[src/hw/rtl/spr_pkg.sv]
`default_nettype none

package spr_pkg;

  localparam int unsigned PatMax  = 16;
  localparam int unsigned RepMax  = 16;
  localparam int unsigned LenW    = 5;
  localparam int unsigned IdxW    = 4;
  localparam int unsigned CfgIdxW = 3;
  localparam int unsigned CfgDW   = 64;

  typedef enum logic [CfgIdxW-1:0] {
    REG_PAT_LO  = 3'd0,
    REG_PAT_HI  = 3'd1,
    REG_REP_LO  = 3'd2,
    REG_REP_HI  = 3'd3,
    REG_PAT_LEN = 3'd4,
    REG_REP_LEN = 3'd5
  } spr_reg_e;

  typedef struct packed {
    logic [PatMax*8-1:0] pat;
    logic [RepMax*8-1:0] rep;
    logic [LenW-1:0]     pat_len;
    logic [LenW-1:0]     rep_len;
  } spr_cfg_t;

  typedef enum logic [8:0] {
    ST_IDLE       = 9'b000000001,
    ST_BUILD_INIT = 9'b000000010,
    ST_BUILD_CHK  = 9'b000000100,
    ST_BUILD_WAIT = 9'b000001000,
    ST_SCAN       = 9'b000010000,
    ST_FALL_WAIT  = 9'b000100000,
    ST_DROP       = 9'b001000000,
    ST_REPL       = 9'b010000000,
    ST_FLUSH      = 9'b100000000
  } spr_state_e;

  function automatic logic [7:0] byte_at(input logic [PatMax*8-1:0] vec,
                                         input logic [IdxW-1:0] idx);
    byte_at = vec[idx*8 +: 8];
  endfunction

endpackage

`default_nettype wire

[src/hw/rtl/spr_ram.sv]
`default_nettype none

module spr_ram #(
  parameter int unsigned Width = 5,
  parameter int unsigned Depth = 16
) (
  input  wire logic                     clk_i,
  input  wire logic                     we_i,
  input  wire logic [$clog2(Depth)-1:0] waddr_i,
  input  wire logic [Width-1:0]         wdata_i,
  input  wire logic [$clog2(Depth)-1:0] raddr_i,
  output logic      [Width-1:0]         rdata_o
);

  logic [Width-1:0] mem_q [Depth];

  always_ff @(posedge clk_i) begin
    if (we_i) begin
      mem_q[waddr_i] <= wdata_i;
    end
    rdata_o <= mem_q[raddr_i];
  end

endmodule

`default_nettype wire

[src/hw/rtl/spr_cfg.sv]
`default_nettype none

module spr_cfg (
  input  wire logic                            clk_i,
  input  wire logic                            rst_ni,
  input  wire logic                            we_i,
  input  wire logic [spr_pkg::CfgIdxW-1:0]     idx_i,
  input  wire logic [spr_pkg::CfgDW-1:0]       data_i,
  output spr_pkg::spr_cfg_t                    cfg_o,
  output logic                                 rebuild_o
);
  import spr_pkg::*;

  logic [CfgDW-1:0] pat_lo_q, pat_hi_q, rep_lo_q, rep_hi_q;
  logic [LenW-1:0]  pat_len_q, rep_len_q;

  always_ff @(posedge clk_i or negedge rst_ni) begin
    if (!rst_ni) begin
      pat_lo_q  <= '0;
      pat_hi_q  <= '0;
      rep_lo_q  <= '0;
      rep_hi_q  <= '0;
      pat_len_q <= LenW'(1);
      rep_len_q <= '0;
    end else if (we_i) begin
      case (idx_i)
        REG_PAT_LO:  pat_lo_q  <= data_i;
        REG_PAT_HI:  pat_hi_q  <= data_i;
        REG_REP_LO:  rep_lo_q  <= data_i;
        REG_REP_HI:  rep_hi_q  <= data_i;
        REG_PAT_LEN: pat_len_q <= data_i[LenW-1:0];
        REG_REP_LEN: rep_len_q <= data_i[LenW-1:0];
        default: ;
      endcase
    end
  end

  // pattern writes invalidate the failure table
  always_comb begin
    rebuild_o = 1'b0;
    if (we_i) begin
      case (idx_i)
        REG_PAT_LO, REG_PAT_HI, REG_PAT_LEN: rebuild_o = 1'b1;
        default: rebuild_o = 1'b0;
      endcase
    end
  end

  always_comb begin
    cfg_o.pat = {pat_hi_q, pat_lo_q};
    cfg_o.rep = {rep_hi_q, rep_lo_q};
    if (pat_len_q == '0) begin
      cfg_o.pat_len = LenW'(1);
    end else if (pat_len_q > LenW'(PatMax)) begin
      cfg_o.pat_len = LenW'(PatMax);
    end else begin
      cfg_o.pat_len = pat_len_q;
    end
    if (rep_len_q > LenW'(RepMax)) begin
      cfg_o.rep_len = LenW'(RepMax);
    end else begin
      cfg_o.rep_len = rep_len_q;
    end
  end

endmodule

`default_nettype wire

[src/hw/rtl/stream_pattern_replacer.sv]
`default_nettype none
// channel | signals                                        | direction
// input   | in_valid_i, in_stall_o, data_byte_i, stream_end_i | source -> block
// output  | out_valid_o, out_stall_i, out_byte_o, byte_valid_o,
//         | run_last_o, stream_done_o                         | block -> sink
// config  | cfg_valid_i, cfg_ready_o, cfg_index_i, cfg_data_i | host -> block
//
// one byte at a time: the byte is accepted in idle, scanned, and closed in the
// flush state, with a failure table read and a drop state per kmp fallback, and
// replacement, dropped and flushed bytes are emitted one at a time
// after reset and after each pattern write the failure table is rebuilt in
// the table ram, input stalled
// the last result of a transaction is held one step back so run_last is known
// a full output register only stalls the sequencer when it must push
// an input transaction offered in idle goes ahead of a config write

module stream_pattern_replacer (
  input  wire logic                        clk_i,
  input  wire logic                        rst_ni,
  input  wire logic                        in_valid_i,
  output logic                             in_stall_o,
  input  wire logic [7:0]                  data_byte_i,
  input  wire logic                        stream_end_i,
  output logic                             out_valid_o,
  input  wire logic                        out_stall_i,
  output logic      [7:0]                  out_byte_o,
  output logic                             byte_valid_o,
  output logic                             run_last_o,
  output logic                             stream_done_o,
  input  wire logic                        cfg_valid_i,
  output logic                             cfg_ready_o,
  input  wire logic [spr_pkg::CfgIdxW-1:0] cfg_index_i,
  input  wire logic [spr_pkg::CfgDW-1:0]   cfg_data_i
);
  import spr_pkg::*;

  spr_cfg_t cfg;
  logic     rebuild;
  logic     cfg_we;

  spr_state_e st_q, st_d;
  logic [LenW-1:0] k_q, k_d;      // partial match length, also k during build
  logic [LenW-1:0] q_q, q_d;      // build position
  logic [LenW-1:0] nk_q, nk_d;    // fallback target
  logic [LenW-1:0] cnt_q, cnt_d;  // emit counter
  logic [7:0]      b_q, b_d;
  logic            end_q, end_d;
  logic            pend_v_q, pend_v_d;
  logic [7:0]      pend_b_q, pend_b_d;
  logic            ov_q, ov_d;
  logic [7:0]      ob_q, ob_d;
  logic            obv_q, obv_d, olast_q, olast_d, odone_q, odone_d;

  logic            ram_we;
  logic [IdxW-1:0] ram_waddr, ram_raddr;
  logic [LenW-1:0] ram_wdata, ram_rdata;

  logic            out_free;
  logic            emit_req;
  logic [7:0]      emit_b;
  logic            can_emit;
  logic [LenW-1:0] k_in;
  logic [7:0]      pk, pq;

  assign cfg_ready_o = (st_q == ST_IDLE) && !in_valid_i;
  assign cfg_we      = cfg_valid_i && cfg_ready_o;
  assign in_stall_o  = (st_q != ST_IDLE);

  spr_cfg u_cfg (
    .clk_i     (clk_i),
    .rst_ni    (rst_ni),
    .we_i      (cfg_we),
    .idx_i     (cfg_index_i),
    .data_i    (cfg_data_i),
    .cfg_o     (cfg),
    .rebuild_o (rebuild)
  );

  spr_ram #(.Width(LenW), .Depth(PatMax)) u_table (
    .clk_i   (clk_i),
    .we_i    (ram_we),
    .waddr_i (ram_waddr),
    .wdata_i (ram_wdata),
    .raddr_i (ram_raddr),
    .rdata_o (ram_rdata)
  );

  // output register frees when empty or taken this cycle
  assign out_free = !ov_q || !out_stall_i;
  // a new result moves the held one to the output register
  assign can_emit = !pend_v_q || out_free;

  assign pk = byte_at(cfg.pat, k_q[IdxW-1:0]);
  assign pq = byte_at(cfg.pat, q_q[IdxW-1:0]);

  always_comb begin
    st_d     = st_q;
    k_d      = k_q;
    q_d      = q_q;
    nk_d     = nk_q;
    cnt_d    = cnt_q;
    b_d      = b_q;
    end_d    = end_q;
    pend_v_d = pend_v_q;
    pend_b_d = pend_b_q;
    ov_d     = ov_q && out_stall_i;
    ob_d     = ob_q;
    obv_d    = obv_q;
    olast_d  = olast_q;
    odone_d  = odone_q;
    ram_we    = 1'b0;
    ram_waddr = q_q[IdxW-1:0];
    ram_wdata = '0;
    ram_raddr = k_q[IdxW-1:0] - IdxW'(1);
    emit_req  = 1'b0;
    emit_b    = b_q;
    k_in      = (k_q >= cfg.pat_len) ? '0 : k_q;

    case (st_q)
      ST_IDLE: begin
        if (cfg_we && rebuild) begin
          st_d = ST_BUILD_INIT;
        end else if (in_valid_i) begin
          b_d   = data_byte_i;
          end_d = stream_end_i;
          k_d   = k_in;
          st_d  = ST_SCAN;
        end
      end
      ST_BUILD_INIT: begin
        ram_we    = 1'b1;
        ram_waddr = '0;
        ram_wdata = '0;
        k_d       = '0;
        q_d       = LenW'(1);
        st_d      = ST_BUILD_CHK;
      end
      ST_BUILD_CHK: begin
        if (q_q >= cfg.pat_len) begin
          k_d  = '0;
          st_d = ST_IDLE;
        end else if (k_q != '0 && pk != pq) begin
          st_d = ST_BUILD_WAIT;
        end else begin
          ram_we    = 1'b1;
          ram_wdata = k_q + ((pk == pq) ? LenW'(1) : LenW'(0));
          k_d       = ram_wdata;
          q_d       = q_q + LenW'(1);
        end
      end
      ST_BUILD_WAIT: begin
        k_d  = ram_rdata;
        st_d = ST_BUILD_CHK;
      end
      ST_SCAN: begin
        if (k_q != '0 && pk != b_q) begin
          st_d = ST_FALL_WAIT;
        end else if (pk == b_q) begin
          if (k_q + LenW'(1) == cfg.pat_len) begin
            k_d   = '0;
            cnt_d = '0;
            st_d  = (cfg.rep_len != '0) ? ST_REPL : ST_FLUSH;
          end else begin
            k_d   = k_q + LenW'(1);
            cnt_d = '0;
            st_d  = ST_FLUSH;
          end
        end else begin
          emit_req = 1'b1;
          emit_b   = b_q;
          if (can_emit) begin
            k_d   = '0;
            cnt_d = '0;
            st_d  = ST_FLUSH;
          end
        end
      end
      ST_FALL_WAIT: begin
        nk_d  = ram_rdata;
        cnt_d = '0;
        st_d  = ST_DROP;
      end
      ST_DROP: begin
        // bytes that fall out of the partial match come from the pattern prefix
        emit_req = 1'b1;
        emit_b   = byte_at(cfg.pat, cnt_q[IdxW-1:0]);
        if (can_emit) begin
          if (cnt_q + LenW'(1) == k_q - nk_q) begin
            k_d  = nk_q;
            st_d = ST_SCAN;
          end else begin
            cnt_d = cnt_q + LenW'(1);
          end
        end
      end
      ST_REPL: begin
        emit_req = 1'b1;
        emit_b   = byte_at(cfg.rep, cnt_q[IdxW-1:0]);
        if (can_emit) begin
          if (cnt_q + LenW'(1) == cfg.rep_len) begin
            cnt_d = '0;
            st_d  = ST_FLUSH;
          end else begin
            cnt_d = cnt_q + LenW'(1);
          end
        end
      end
      ST_FLUSH: begin
        // stream end flushes the held prefix, then the held result goes out last
        if (end_q && cnt_q < k_q) begin
          emit_req = 1'b1;
          emit_b   = byte_at(cfg.pat, cnt_q[IdxW-1:0]);
          if (can_emit) begin
            cnt_d = cnt_q + LenW'(1);
          end
        end else if (pend_v_q || end_q) begin
          if (out_free) begin
            ov_d     = 1'b1;
            ob_d     = pend_v_q ? pend_b_q : 8'd0;
            obv_d    = pend_v_q;
            olast_d  = 1'b1;
            odone_d  = end_q;
            pend_v_d = 1'b0;
            if (end_q) begin
              k_d = '0;
            end
            st_d = ST_IDLE;
          end
        end else begin
          st_d = ST_IDLE;
        end
      end
      default: begin
        st_d = ST_IDLE;
      end
    endcase

    if (emit_req && can_emit) begin
      if (pend_v_q) begin
        ov_d    = 1'b1;
        ob_d    = pend_b_q;
        obv_d   = 1'b1;
        olast_d = 1'b0;
        odone_d = 1'b0;
      end
      pend_v_d = 1'b1;
      pend_b_d = emit_b;
    end
  end

  always_ff @(posedge clk_i or negedge rst_ni) begin
    if (!rst_ni) begin
      st_q     <= ST_BUILD_INIT;
      k_q      <= '0;
      q_q      <= '0;
      nk_q     <= '0;
      cnt_q    <= '0;
      end_q    <= 1'b0;
      pend_v_q <= 1'b0;
      ov_q     <= 1'b0;
    end else begin
      st_q     <= st_d;
      k_q      <= k_d;
      q_q      <= q_d;
      nk_q     <= nk_d;
      cnt_q    <= cnt_d;
      end_q    <= end_d;
      pend_v_q <= pend_v_d;
      ov_q     <= ov_d;
    end
  end

  always_ff @(posedge clk_i) begin
    b_q      <= b_d;
    pend_b_q <= pend_b_d;
    ob_q     <= ob_d;
    obv_q    <= obv_d;
    olast_q  <= olast_d;
    odone_q  <= odone_d;
  end

  assign out_valid_o   = ov_q;
  assign out_byte_o    = ob_q;
  assign byte_valid_o  = obv_q;
  assign run_last_o    = olast_q;
  assign stream_done_o = odone_q;

`ifndef SYNTHESIS
  a_scan_len: assert property (@(posedge clk_i) disable iff (!rst_ni)
    st_q == ST_SCAN |-> k_q < cfg.pat_len)
    else $error("match length out of range in scan");
  a_idle_no_pend: assert property (@(posedge clk_i) disable iff (!rst_ni)
    st_q == ST_IDLE |-> !pend_v_q)
    else $error("held result left over in idle");
  a_drop_fall: assert property (@(posedge clk_i) disable iff (!rst_ni)
    st_q == ST_DROP |-> nk_q < k_q)
    else $error("fallback does not shorten the match");
  a_cfg_idle: assert property (@(posedge clk_i) disable iff (!rst_ni)
    cfg_ready_o |-> !pend_v_q && !in_stall_o)
    else $error("config accepted while busy");
`endif

endmodule

`default_nettype wire

[config.mk]
export PLATFORM = sky130hd
export DESIGN_NAME = stream_pattern_replacer
export DESIGN_NICKNAME = d
export VERILOG_FILES = /design/src/hw/rtl/spr_pkg.sv /design/src/hw/rtl/spr_ram.sv /design/src/hw/rtl/spr_cfg.sv /design/src/hw/rtl/stream_pattern_replacer.sv
export SDC_FILE = /design/constraint.sdc
export NUM_CORES = 1
export LEC_CHECK = 0
export BUFFER_PORTS_ARGS = -buffer_cell sky130_fd_sc_hd__buf_2
export CAP_MARGIN = 20
export CORE_UTILIZATION = 55
export CTS_BUF_LIST = sky130_fd_sc_hd__clkbuf_4
export DETAILED_ROUTE_END_ITERATION = 10
export PLACE_DENSITY = 0.75
export SETUP_SLACK_MARGIN = 0.5
export SLEW_MARGIN = 20
export SYNTH_ARGS = -nofsm -noshare
export SYNTH_HDL_FRONTEND = slang
export SYNTH_SLANG_ARGS = --single-unit
[constraint.sdc]
create_clock -name clk_i -period 4.12 [get_ports clk_i]
set_clock_uncertainty 0.1 [all_clocks]
set_input_delay 0.206 -clock clk_i [delete_from_list [all_inputs] [get_ports clk_i]]
set_output_delay 0.206 -clock clk_i [all_outputs]
set_load 0.05 [all_outputs]
### Word level (Yosys, flattened, before mapping)

Memories as Yosys holds them, arrays and structs flattened. A register that Yosys moved wholly into a read port is not among the register bits.
Index checks and enable logic that the tools add are counted.

| storage, ports and cells | value |
|---|---|
| bits in registers | 325 |
| bits in writable memories | 80 |
| bits of input ports | 81 |
| output and inout bits | 14 |
| logic and storage cells | 225 |
| memories kept | 1 |

Memories:

| name | words | width | read ports | clocked after Yosys merged registers in | write ports | line | RTL |
|---|---|---|---|---|---|---|---|
| u_table.mem_q | 16 | 5 | 1 | 1 | 1 | spr_ram.sv:15 | `logic [Width-1:0] mem_q [Depth];` |

| cells by class | value |
|---|---|
| add/subtract/negate cells | 6 |
| $lt $le $gt $ge | 5 |
| equal/unequal tests | 46 |
| shifts and indexed selects | 4 |
| mux-type cells | 102 |
| bitwise operators | 1 |
| reduce and logical (&&, ||, !) cells | 40 |

Operators by type and width:

| operator | number |
|---|---|
| $shiftx A128 B8 Y8 | 4 |
| $mux W5 | 31 |
| $mux W9 | 16 |
| $pmux W9 S8 | 1 |
| $mux W8 | 8 |
| $mux W1 | 39 |
| $pmux W5 S7 | 1 |
| $ne A2 B2 Y1 const B | 16 |
| $pmux W5 S5 | 1 |
| $pmux W8 S3 | 1 |
| $eq A8 B8 Y1 | 2 |
| $ne A8 B8 Y1 | 2 |
| $add A5 B1 Y5 const B | 3 |
| $eq A5 B5 Y1 | 3 |
| $reduce_bool A5 Y1 | 3 |
| $reduce_and A13 Y1 | 1 |
| $ne A3 B3 Y1 const B | 4 |
| $reduce_and A2 Y1 | 6 |
| $ge A5 B5 Y1 | 2 |
| $gt A5 B5 Y1 const B | 2 |
| $pmux W5 S2 | 1 |
| $eq A9 B1 Y1 const B | 1 |
| $eq A9 B2 Y1 const B | 1 |
| $eq A9 B3 Y1 const B | 1 |
| other kinds (34) | 54 |

### Longest topological paths before layout

Gate-level depths: netlist of the first run.

| logic depth | value |
|---|---|
| word-level depth | 8 |
| mapped depth | 17 |
| gate-level depth less buffers | 13 |

### Cells and area by module

A second synthesis of the first run with hierarchy kept.

| unflattened totals | value |
|---|---|
| cell total of the unflattened synthesis | 1515 |
| area total of the unflattened synthesis | 22003.6 µm² |

Modules (own cells, without submodules):

| module | times used | cells each | area an instance (µm²) | seq. area each (µm²) |
|---|---|---|---|---|
| spr_cfg | 1 | 580 | 10586.4 | 6657.6 |
| stream_pattern_replacer | 1 | 780 | 8204.1 | 1502.7 |
| spr_ram | 1 | 155 | 3213.1 | 2502.4 |

### Worst setup path after synthesis of the first run

OpenSTA, ideal clock, no wires.

| timing | value |
|---|---|
| path type | register -> register |
| start point | register q_q[0] |
| end point | memory u_table.mem_q[0][0], enable pin |
| setup time | 0.384 ns |
| arrival | 3.484 ns |
| data required time | 3.636 ns |
| setup slack | 0.152 ns |
| stages on the path, launching flop included | 16 |
| period minus slack after synthesis | 3.968 ns |
| cell sequence | dfrtp_1 buf_2 buf_6 buf_6 buf_1 inv_1 ha_1 nand2b_1 a21o_1 a21o_1 a21o_1 a21o_1 nor2b_1 o21ai_2 buf_2 o41ai_1 |

| between the ends | value |
|---|---|
| longest elaborated chain between the ends | 8 |
| elaborated cells on any way between the ends | 10 |

Ends and longest elaborated chain:

| element | line | RTL |
|---|---|---|
| start: declaration | stream_pattern_replacer.sv:43 | `logic [LenW-1:0] q_q, q_d;` |
| start signal: assignment | stream_pattern_replacer.sv:264 | `q_q <= q_d;` |
| $shiftx A128 B8 Y8 | spr_pkg.sv:42 | `byte_at = vec[idx*8 +: 8];` |
| $ne A8 B8 Y1 | stream_pattern_replacer.sv:142 | `end else if (k_q != '0 && pk != pq) begin` |
| $logic_and A1 B1 Y1 | stream_pattern_replacer.sv:142 |  |
| $mux W1 | stream_pattern_replacer.sv:142 |  |
| $mux W1 | stream_pattern_replacer.sv:139 | `if (q_q >= cfg.pat_len) begin` |
| $pmux W1 S2 | stream_pattern_replacer.sv:119 | `case (st_q)` |
| $mux W1 | spr_ram.sv:18 | `if (we_i) begin` |
| $mux W1 (implied by the code) | spr_ram.sv:19 | `mem_q[waddr_i] <= wdata_i;` |
| end: declaration | spr_ram.sv:15 |  |

Parallel ways exist; a longest one is shown, timed or not.

### Worst setup path after layout of the first run

| timing | value |
|---|---|
| start point | register k_q[0] |
| end point | register k_q[4] |

| between the ends | value |
|---|---|
| longest elaborated chain between the ends | 7 |
| elaborated cells on any way between the ends | 30 |

Ends and longest elaborated chain:

| element | line | RTL |
|---|---|---|
| start: declaration | stream_pattern_replacer.sv:42 | `logic [LenW-1:0] k_q, k_d;` |
| start signal: assignment | stream_pattern_replacer.sv:263 | `k_q <= k_d;` |
| $shiftx A128 B8 Y8 | spr_pkg.sv:42 |  |
| $eq A8 B8 Y1 | stream_pattern_replacer.sv:146 | `ram_wdata = k_q + ((pk == pq) ? LenW'(1) : LenW'(0));` |
| $mux W1 | stream_pattern_replacer.sv:146 |  |
| $add A5 B1 Y5 | stream_pattern_replacer.sv:146 |  |
| $mux W5 | stream_pattern_replacer.sv:142 |  |
| $mux W5 | stream_pattern_replacer.sv:139 |  |
| $pmux W5 S7 | stream_pattern_replacer.sv:119 |  |

Parallel ways exist; a longest one is shown, timed or not. The select of a mux whose other input is x is not followed.
A chain may end at the register's enable or synchronous reset.

==> run metrics, run 1 <==
Worst EP arrival 4.35 ns; area grow syn2layout 20.2%; worst flop-to-flop path endpoint k_q[4]; GP Congestion 0.946; DR iter-0 viols 1,171; vias in the first global route 15,149; crit path cell chain buf_12, mux4_2, mux2i_1, mux2i_1, xor2_1, nor3b_2, and4b_2, ha_1, ha_2, nand3_2, xnor2_2, o21ai_0, a21o_1, o2bb2ai_1; clock sink count 410; clock-pin slew on the worst setup and hold paths 0.07 ns; Worst path max stage delay 0.53 ns; ys flop type dfrtp_1; status completed; Synth area leaders dfrtp_1 34%, mux4_2 15%, edfxtp_1 13%; Tot Pwr 16.1 mW; Die H 200 microns; H-tree Lvls 3; Max-Cap Viols 0; worst skew pair latency 0.86 ns; Routed Antenna Nets 0; drt drc 0; TritonCTS Buffers 105; crit path launch k_q[0]; Ys Warns 0; via-per-instance ratio 6.20; Hold Crit Start cfg_data_i[38]; CP Class register to register; CTS Buffer Depth 3; number of synthesized register bits 410; Peak VDD IR 0.000392 V; Synth top area share 34.4%; layout cell share with drive strength beyond 1 47.3%; Root Driver clkbuf_4; Initial Util 55.8%; post-synthesis adder-cell area fraction 1.54%; slew margin rel. 32.0%; fin area 0.0259 sq mm; Slew Viols, Final 0; Worst Setup End Kind register; crit-path most repeated cell mux2i_1; Final #Nets 1,865; worst path required time 4.75 ns; number of flops mapped to enable cells by yosys 96; post-synthesis compound-gate area fraction 5.23%; Worst path slowest cell dfrtp_4; Seq/Total Area, Yosys 49.4%; port buffer count 94; syn nets 1,571; post-DP HPWL 38,000 microns; period utilization 90.3%; largest net degree at the start of global routing 113; Worst Setup Start Kind register; Reg2Reg Depth 14; ys async rst share 72.7%; flop-to-flop setup slack 0.40 ns; Die W 200 microns; WHS Path Cells 3; Cells after Synth 1,464; xor-xnor portion of the synthesized cell area 1.85%; CTS tree yes; # IOs 95; RSZ-0062 raised after global routing yes; top fanout value on the critical path 8; largest area contributor in the netlist dfrtp_1; setup_tns 0 ns; Worst-Margin Slew 1.01 ns; CORE AREA 0.0386 sq mm; largest family of logic cells by synthesized area multiplexers; HP Class input pin to register; die area 0.0400 sq mm; Post-DP Area 0.0229 sq mm; final setup vio count 0; hold endpoint u_cfg.pat_lo_q[38]; final core utilization 67.1%; initial antenna violation count 4; fmax 269 MHz; leakage power 10.9 nW; final hold viol count 0; final wirelength 57,300 microns; simple-gate area share of the yosys netlist 5.29%; Syn Area/Cell 14.7 sq um; first-pass GRT wire length 87,800 microns; total gr overflow 0; synthesized area 0.0216 sq mm; Fill cells 2,701; global router's overall resource usage 29.5%; PwrDens 620 mW/mm^2; total number of vias 14,661; Avg WL per Cell 24.2 microns; min Tclk post-route 3.72 ns; post-synth cell types 79; FF-to-FF Start k_q[0]; TritonRoute pass-1 iters 7; placement row count 72; mux share of post-synthesis cell area 33.8%
## per-layer routing
layer / vias up / routed length (microns) / GRT usage (%)
met5: - / 0 / 0
met4: 0 / 2140 / 12.3
met3: 136 / 3790 / 6.13
met2: 621 / 29000 / 48.8
met1: 7598 / 22400 / 37.9
li1: 6306 / - / -
## report_power, final
group,switching (mW),internal (mW),leakage (nW),total (mW)
Sequential,1.13,5.40,4.72,6.53
Combinational,2.61,3.24,5.36,5.86
Clock,1.71,1.99,0.848,3.69
## placed cells by master, fill, tap and decap left out, types with 22 or more instances in the layout
master and count:
nand2_1 56, mux2i_1 53, dfrtp_1 291, a22oi_1 29, clkbuf_4 156, edfxtp_1 96, buf_2 93, clkinv_1 23
mux4_2 141, dlygate4sd3_1 91, buf_4 77, inv_1 29, mux2_2 229, nor2_1 27, mux2_4 63, a21oi_1 22
ha_1 24, o21ai_0 34
## cell usage after synthesis (16+ instances only)
cell	instances
dfrtp_1	296
mux2_2	232
mux4_2	141
edfxtp_1	96
mux2_4	60
nand2_1	58
mux2i_1	56
clkbuf_1	51
o21ai_0	37
nor2_1	33
a22oi_1	30
inv_1	30
ha_1	25
a21oi_1	24
xnor2_1	22
xor2_1	21
nand3_1	19
a21o_1	18
nor3_1	18
buf_2	16
dfxtp_1	16
## kinds of logic (layout without fill, tap and decap cells)
kind of cell | count (synthesis) | in the layout
mux | 492 | 492
flops | 410 | 410
simple gates | 202 | 203
compound gates | 163 | 163
buf+inv | 127 | 505
xor+xnor | 44 | 44
fa+ha+maj | 26 | 26
other cells | 0 | 3
## metrics by stage
| stage | worst slack, ns | hold slack (ns) | cells |
|---|---|---|---|
| after floorplan | 0.502 | -0.190 | 1464 |
| after global placement | 0.183 | 0.146 | 2040 |
| after detailed placement | 0.0921 | 0.167 | 2040 |
| after CTS | 0.451 | 0.0329 | 2337 |
| after global routing | 0.277 | 0.0403 | 2364 |
| final | 0.401 | 0.0823 | 2364 |
## worst max path at each step
stage / end / slack (ns) / cells past startpoint
4_1_cts: u_table.mem_q[15][3] / 0.45 / 13
5_1_grt: k_q[4] / 0.28 / 14
6_report: k_q[4] / 0.40 / 14
2_1_floorplan: k_q[2] / 0.50 / 17
3_3_place_gp: u_table.mem_q[13][4] / 0.18 / 12
3_5_place_dp: u_table.mem_q[13][3] / 0.09 / 11
## state kept, by name, indices dropped and copies added, names as in the netlist
register and cells:
q_q 5, k_q 5, nk_q 5, u_table.rdata_o 5, out_valid_o 1, u_cfg.pat_len_q 5
u_table.mem_q 80, u_cfg.pat_hi_q 64, byte_valid_o 1, run_last_o 1, end_q 1, stream_done_o 1
pend_b_q 8, u_cfg.rep_hi_q 64, u_cfg.rep_len_q 5, b_q 8, cnt_q 5, out_byte_o 8
u_cfg.rep_lo_q 64, u_cfg.pat_lo_q 64, pend_v_q 1, st_q 9
## worst max-delay path, delay by kind of cell, from the launching register on
| family | cells | cell delay [ns] |
|---|---|---|
| muxes | 3 | 0.76 |
| buffers and inverters | 1 | 0.17 |
| xor gates and xnor gates | 2 | 0.44 |
| DFF | 1 | 0.53 |
| adders and majority gates | 2 | 0.42 |
| and+or+nand+nor | 3 | 0.66 |
| AOI/OAI and AO/OA | 3 | 0.50 |
## area by class of cell
type                       count  area [sq um]  area share, %
clock buffer                 156          1170           4.52
clock inverter                36           255          0.985
tap                          518           648           2.50
sequential                   410         10700           41.2
inverter                      30           118          0.454
antenna                        3          7.51         0.0290
multi-input combinational    928         10700           41.2
timing repair buffer         283          2360           9.12
## what timing repair did
| action | CTS | global route |
|---|---|---|
| hold buffers | 92 | 0 |
| gates resized for setup | 26 | 36 |
| setup endpoints to repair | 161 | 214 |
| hold endpoints to repair | 598 | 0 |
| pin swaps | 8 | 17 |
| buffers inserted | 12 | 22 |
| gates cloned | 1 | 2 |
Note: power is estimated with default switching activity, not from simulation.
==> run 2: changes to the inputs <==
--- a/config.mk
+++ b/config.mk
@@ -10,9 +10,10 @@
 export CORE_UTILIZATION = 55
 export CTS_BUF_LIST = sky130_fd_sc_hd__clkbuf_4
 export DETAILED_ROUTE_END_ITERATION = 10
-export PLACE_DENSITY = 0.75
+export PLACE_DENSITY = 0.72
 export SETUP_SLACK_MARGIN = 0.5
 export SLEW_MARGIN = 20
 export SYNTH_ARGS = -nofsm -noshare
 export SYNTH_HDL_FRONTEND = slang
+export SYNTH_HIERARCHICAL = 1
 export SYNTH_SLANG_ARGS = --single-unit
==> constraint.sdc (replaced) <==
create_clock -name clk_i -period 4.2 [get_ports clk_i]
set_clock_uncertainty 0.1 [all_clocks]
set_input_delay 0.21 -clock clk_i [delete_from_list [all_inputs] [get_ports clk_i]]
set_output_delay 0.21 -clock clk_i [all_outputs]
set_load 0.05 [all_outputs]
==> run metrics, run 2 <==
most common cell after layout, fill and taps aside dfrtp_1; crit path cell chain buf_12, mux4_2, mux2i_2, mux2i_2, xnor2_2, nand3_2, nor4_4, buf_4, o21ai_4, o31ai_4, or3b_4, nor3_4; status completed; Root Driver clkbuf_4; final wirelength 59,300 microns; post-DP HPWL 40,200 microns; Worst-Margin Slew 1.02 ns; largest area contributor in the netlist dfrtp_1; Hold Crit Start cfg_data_i[20]; H-tree Lvls 3; Final #Nets 1,927; Syn Area/Cell 14.5 sq um; hold endpoint u_cfg/rep_lo_q[20]; worst skew pair latency 0.90 ns; total gr overflow 0; Peak VDD IR 0.000481 V; CP Class register to register; Worst path top cell family by delay simple AND/OR/NAND/NOR gates; crit path launch k_q[0]; CTS tree yes; first-pass GRT wire length 91,100 microns; port buffer count 94; CP bufs+invs 2; Largest register FFs 80; via-per-instance ratio 6.17; Synth area leaders dfrtp_1 34%, mux4_2 14%, edfxtp_1 13%; TritonRoute pass-1 iters 5; layout cell share with drive strength beyond 1 45.1%; most frequent cells in the layout 291 x dfrtp_1, 167 x mux2_2, 158 x clkbuf_4; clock-pin slew on the worst setup and hold paths 0.07 ns; Cells after Synth 1,515; fin area 0.0263 sq mm; post-synth cell types 76; global router's overall resource usage 29.6%; ys async rst share 72.7%; largest net degree at the start of global routing 139; Routed Antenna Nets 0; crit-path most repeated cell mux2i_2; leakage power 11.0 nW; flop-to-flop setup slack 0.23 ns; synthesized area 0.0220 sq mm; ys flop type dfrtp_1; Initial Util 56.4%; final cell count without fillers 2,430; slew margin rel. 31.9%; Seq/Total Area, Yosys 48.5%; syn nets 1,622; final hold viol count 0; Most flops, register u_table/mem_q; Tot Pwr 15.9 mW; Reg2Reg Depth 12; HP Class input pin to register; Worst Setup End Kind register; Die W 202 microns; Synth top area share 33.7%; Worst EP arrival 4.40 ns; Worst path max stage delay 0.53 ns; initial antenna violation count 7; drt drc 0; area grow syn2layout 19.3%; setup_tns 0 ns; fmax 252 MHz; cell with the most instances after synthesis dfrtp_1; min Tclk post-route 3.97 ns; die area 0.0408 sq mm; Fill cells 2,746; top cells by count, synth 296 x dfrtp_1, 167 x mux2_2, 132 x mux4_2, 120 x mux2_4, 96 x edfxtp_1; FF-to-FF Start k_q[0]; placed instance count 2,105; Avg WL per Cell 24.4 microns; placement row count 72; worst path required time 4.64 ns; DR iter-0 viols 1,038; dpl ws 0.0994 ns; top fanout value on the critical path 12; RSZ-0062 raised after global routing yes; TritonCTS Buffers 107; PwrDens 604 mW/mm^2; period utilization 94.5%; worst flop-to-flop path endpoint u_table/mem_q[0][2]; number of synthesized register bits 410; total number of vias 14,987; Max-Cap Viols 0; vias in the first global route 15,367; GP Congestion 0.928; clock sink count 410; final setup vio count 0; Worst Setup Start Kind register; CTS Buffer Depth 3; Die H 202 microns; # IOs 95; CORE AREA 0.0390 sq mm; Post-DP Area 0.0232 sq mm; number of flops mapped to enable cells by yosys 96; WHS Path Cells 3; Worst path slowest cell mux4_2; Slew Viols, Final 0; Ys Warns 6; final setup margin 0.232 ns
[run 2: how the worst max path moves through the flow]
stage | to | slack, ns | depth (start not counted)
4_1_cts | u_table/mem_q[15][4] | 0.34 | 14
6_report | u_table/mem_q[0][2] | 0.23 | 12
3_5_place_dp | u_table/mem_q[6][4] | 0.1 | 12
5_1_grt | u_table/mem_q[0][2] | 0.15 | 13
3_3_place_gp | k_q[1] | 0.07 | 11
2_1_floorplan | u_table/mem_q[0][0] | 0.50 | 14
[run 2: cell type report]
class                      count  area (sq um)  share of cell area, %
clock buffer                 158          1190                   4.52
clock inverter                36           194                  0.739
antenna                        7          17.5                 0.0667
tap                          518           648                   2.47
sequential                   410         10700                   40.7
timing repair buffer         284          2450                   9.33
multi-input combinational    989         11000                   41.8
inverter                      28           105                  0.400
[run 2: metal layers]
layer  share of wire [%]  routed length, microns  track usage [%]
met1                  40                   23700             38.9
met2                  48                   28700             46.8
met3                 7.4                    4390             7.26
met4                 4.1                    2420             13.5
met5                0.11                      63                0
[run 2: timing repair]
item	4_1_cts	5_1_grt
cloned	1	1
resized for setup	36	41
endpoints found under the setup margin	177	182
hold buffers	93	0
pin swaps	3	17
hold endpoints to repair	599	0
setup buffers	10	19
[run 2: cells by family after synthesis]
family                   after synthesis  share of synthesized area [%]
AO/OA/AOI/OAI                        177                           5.74
XOR/XNOR                              42                           1.73
adder cells (fa/ha/maj)               26                           1.51
buffers and inverters                116                           3.32
flip-flops                           410                           48.5
multiplexers                         474                           32.8
AND/OR/NAND/NOR                      270                           6.45
[run 2: power breakdown]
group          internal [mW]  leakage (nW)  switching (mW)
combinational           3.24          5.40            2.77
clock                   1.79         0.823            1.70
sequential              5.29          4.74            1.05
total                   10.3          11.0            5.53
[run 2: worst reg2reg max path, stage by stage, from the launching register on]
cell and delay, ns:
dfrtp_2 0.45, buf_12 0.19, mux4_2 0.54, mux2i_2 0.18, mux2i_2 0.12, xnor2_2 0.26
nand3_2 0.14, nor4_4 0.44, buf_4 0.21, o21ai_4 0.09, o31ai_4 0.10, or3b_4 0.48
nor3_4 0.32
[run 2: through the flow]
step	util (%)	hold slack, ns
6_report	67.3	0.0575
5_1_grt	67.3	0.0253
4_1_cts	66.2	0.00672
3_5_place_dp	59.6	0.0485
3_3_place_gp	59.6	0.0504
2_1_floorplan	-	-0.186
==> run 3: changes to the inputs <==
--- a/config.mk
+++ b/config.mk
@@ -10,6 +10,7 @@
 export CORE_UTILIZATION = 55
 export CTS_BUF_LIST = sky130_fd_sc_hd__clkbuf_4
 export DETAILED_ROUTE_END_ITERATION = 10
+export HOLD_SLACK_MARGIN = 0.15
 export PLACE_DENSITY = 0.72
 export SETUP_SLACK_MARGIN = 0.5
 export SLEW_MARGIN = 20
==> run metrics, run 3 (synthesis results as in run 2) <==
Root Driver clkbuf_4; Die H 202 microns; post-DP HPWL 40,200 microns; Most flops, register u_table/mem_q; clock sink count 410; TritonRoute pass-1 iters 5; Final #Nets 2,002; # IOs 95; port buffer count 94; top layer in use met4; GP Congestion 0.928; Peak VDD IR 0.000418 V; leakage power 11.3 nW; Max-Cap Viols 0; Hold WS 0.207 ns; CORE AREA 0.0390 sq mm; H-tree Lvls 3; FF-to-FF Start k_q[0]; Post-Route M1 WL 25,400 microns; flop-to-flop setup slack 0.22 ns; vias in the first global route 15,782; initial antenna violation count 2; Die W 202 microns; Worst Setup End Kind register; crit-path most repeated cell buf_4; hold endpoint u_cfg/pat_len_q[4]; CTS tree yes; crit path cell chain buf_12, buf_4, mux4_2, nand2_1, nand4_1, xnor2_1, nand3_2, nor4_4, buf_4, o21ai_4, o31ai_4, or3b_4, nor3_4; TritonCTS Buffers 107; CP bufs+invs 3; Reg2Reg Depth 13; CTS Buffer Depth 3; Routed Antenna Nets 0; drt drc 0; DR WL met2 30,100 microns; final wirelength 61,900 microns; Slew Viols, Final 0; DR iter-0 viols 1,019; first-pass GRT wire length 94,500 microns; Worst path max stage delay 0.50 ns; Worst EP arrival 4.41 ns; slew margin rel. 35.2%; Worst Setup Start Kind register; min Tclk post-route 3.98 ns; most common cell after layout, fill and taps aside dfrtp_1; worst skew pair latency 0.89 ns; total gr overflow 0; clock-pin slew on the worst setup and hold paths 0.08 ns; Worst path slowest cell dfrtp_2; layout cell share with drive strength beyond 1 44.0%; Initial Util 56.4%; final hold viol count 0; HP Class input pin to register; Worst-Margin Slew 0.972 ns; WHS Path Cells 3; most frequent cells in the layout 291 x dfrtp_1, 167 x mux2_2, 160 x dlygate4sd3_1; global router's overall resource usage 30.6%; period utilization 94.7%; Worst path top cell family by delay simple AND/OR/NAND/NOR gates; largest net degree at the start of global routing 139; top fanout value on the critical path 6; total number of vias 15,360; worst flop-to-flop path endpoint u_table/mem_q[0][2]; metal3 WL 3900 microns; CP Class register to register; PwrDens 592 mW/mm^2; Largest register FFs 80; area grow syn2layout 22.9%; setup_tns 0 ns; via-per-instance ratio 6.14; Hold Crit Start cfg_data_i[4]; fmax 252 MHz; placement row count 72; worst path required time 4.64 ns; final setup vio count 0; RSZ-0062 raised after global routing yes; die area 0.0408 sq mm; Avg WL per Cell 24.8 microns; status completed
run 3: cell count changes in the layout (fill, tap and decap cells not counted), sizes merged:
| cell | delta |
|---|---|
| buf | +5 |
| clkbuf | +2 |
| dlygate4sd3 | +68 |
| diode | -5 |
run 3: per-layer routing:
layer | vias up | track usage [%]
met2 | 640 | 49.3
met5 | - | 0
met1 | 7877 | 41.0
li1 | 6683 | -
met3 | 160 | 5.93
met4 | 0 | 12.5
run 3: tightest hold or removal path, stage by stage:
cell and delay (ns):
dlygate4sd3_1 0.52, buf_2 0.23, mux2_2 0.19
run 3: power by group:
part / internal (mW) / switching, mW / leakage, nW
registers: 5.29 / 1.07 / 4.78
logic: 3.33 / 2.82 / 5.74
clock network: 1.79 / 1.72 / 0.823
run 3: worst max path at each step:
stage / slack [ns] / cells past startpoint / start / to
finish: 0.22 / 13 / k_q[0] / u_table/mem_q[0][2]
global route: 0.14 / 13 / k_q[0] / u_table/mem_q[0][2]
CTS: 0.34 / 14 / q_q[0] / u_table/mem_q[15][4]
detailed placement: 0.1 / 12 / k_q[1] / u_table/mem_q[6][4]
global placement: 0.07 / 11 / k_q[1] / k_q[1]
floorplan: 0.50 / 14 / q_q[0] / u_table/mem_q[0][0]
run 3: layout make-up:
type,instances,area (sq um)
inverters,28,105
well taps,518,648
fillers,2665,12000
clock buffers,158,1190
clock inverters,36,194
flip-flops and latches,410,10700
multi-input cells,989,11000
repair buffers,359,3210
diodes,2,5.00
run 3: repair_timing:
action	CTS	global route
buffers inserted	10	24
pin swaps	3	27
gates cloned	1	3
setup endpoints to repair	177	188
gates resized for setup	36	54
hold buffers	161	0
endpoints found under the hold margin	610	0
run 3: per-stage QoR:
stage	instance area, sq um	setup WS [ns]	power [mW]	std cells	util, %
floorplan	22100	0.501	10.2	1515	-
global placement	23200	0.0658	11.8	2105	59.6
detailed placement	23200	0.0994	11.9	2105	59.6
CTS	26500	0.337	15.8	2471	67.9
global route	27000	0.141	16.8	2500	69.3
finish	27000	0.224	16.0	2500	69.3
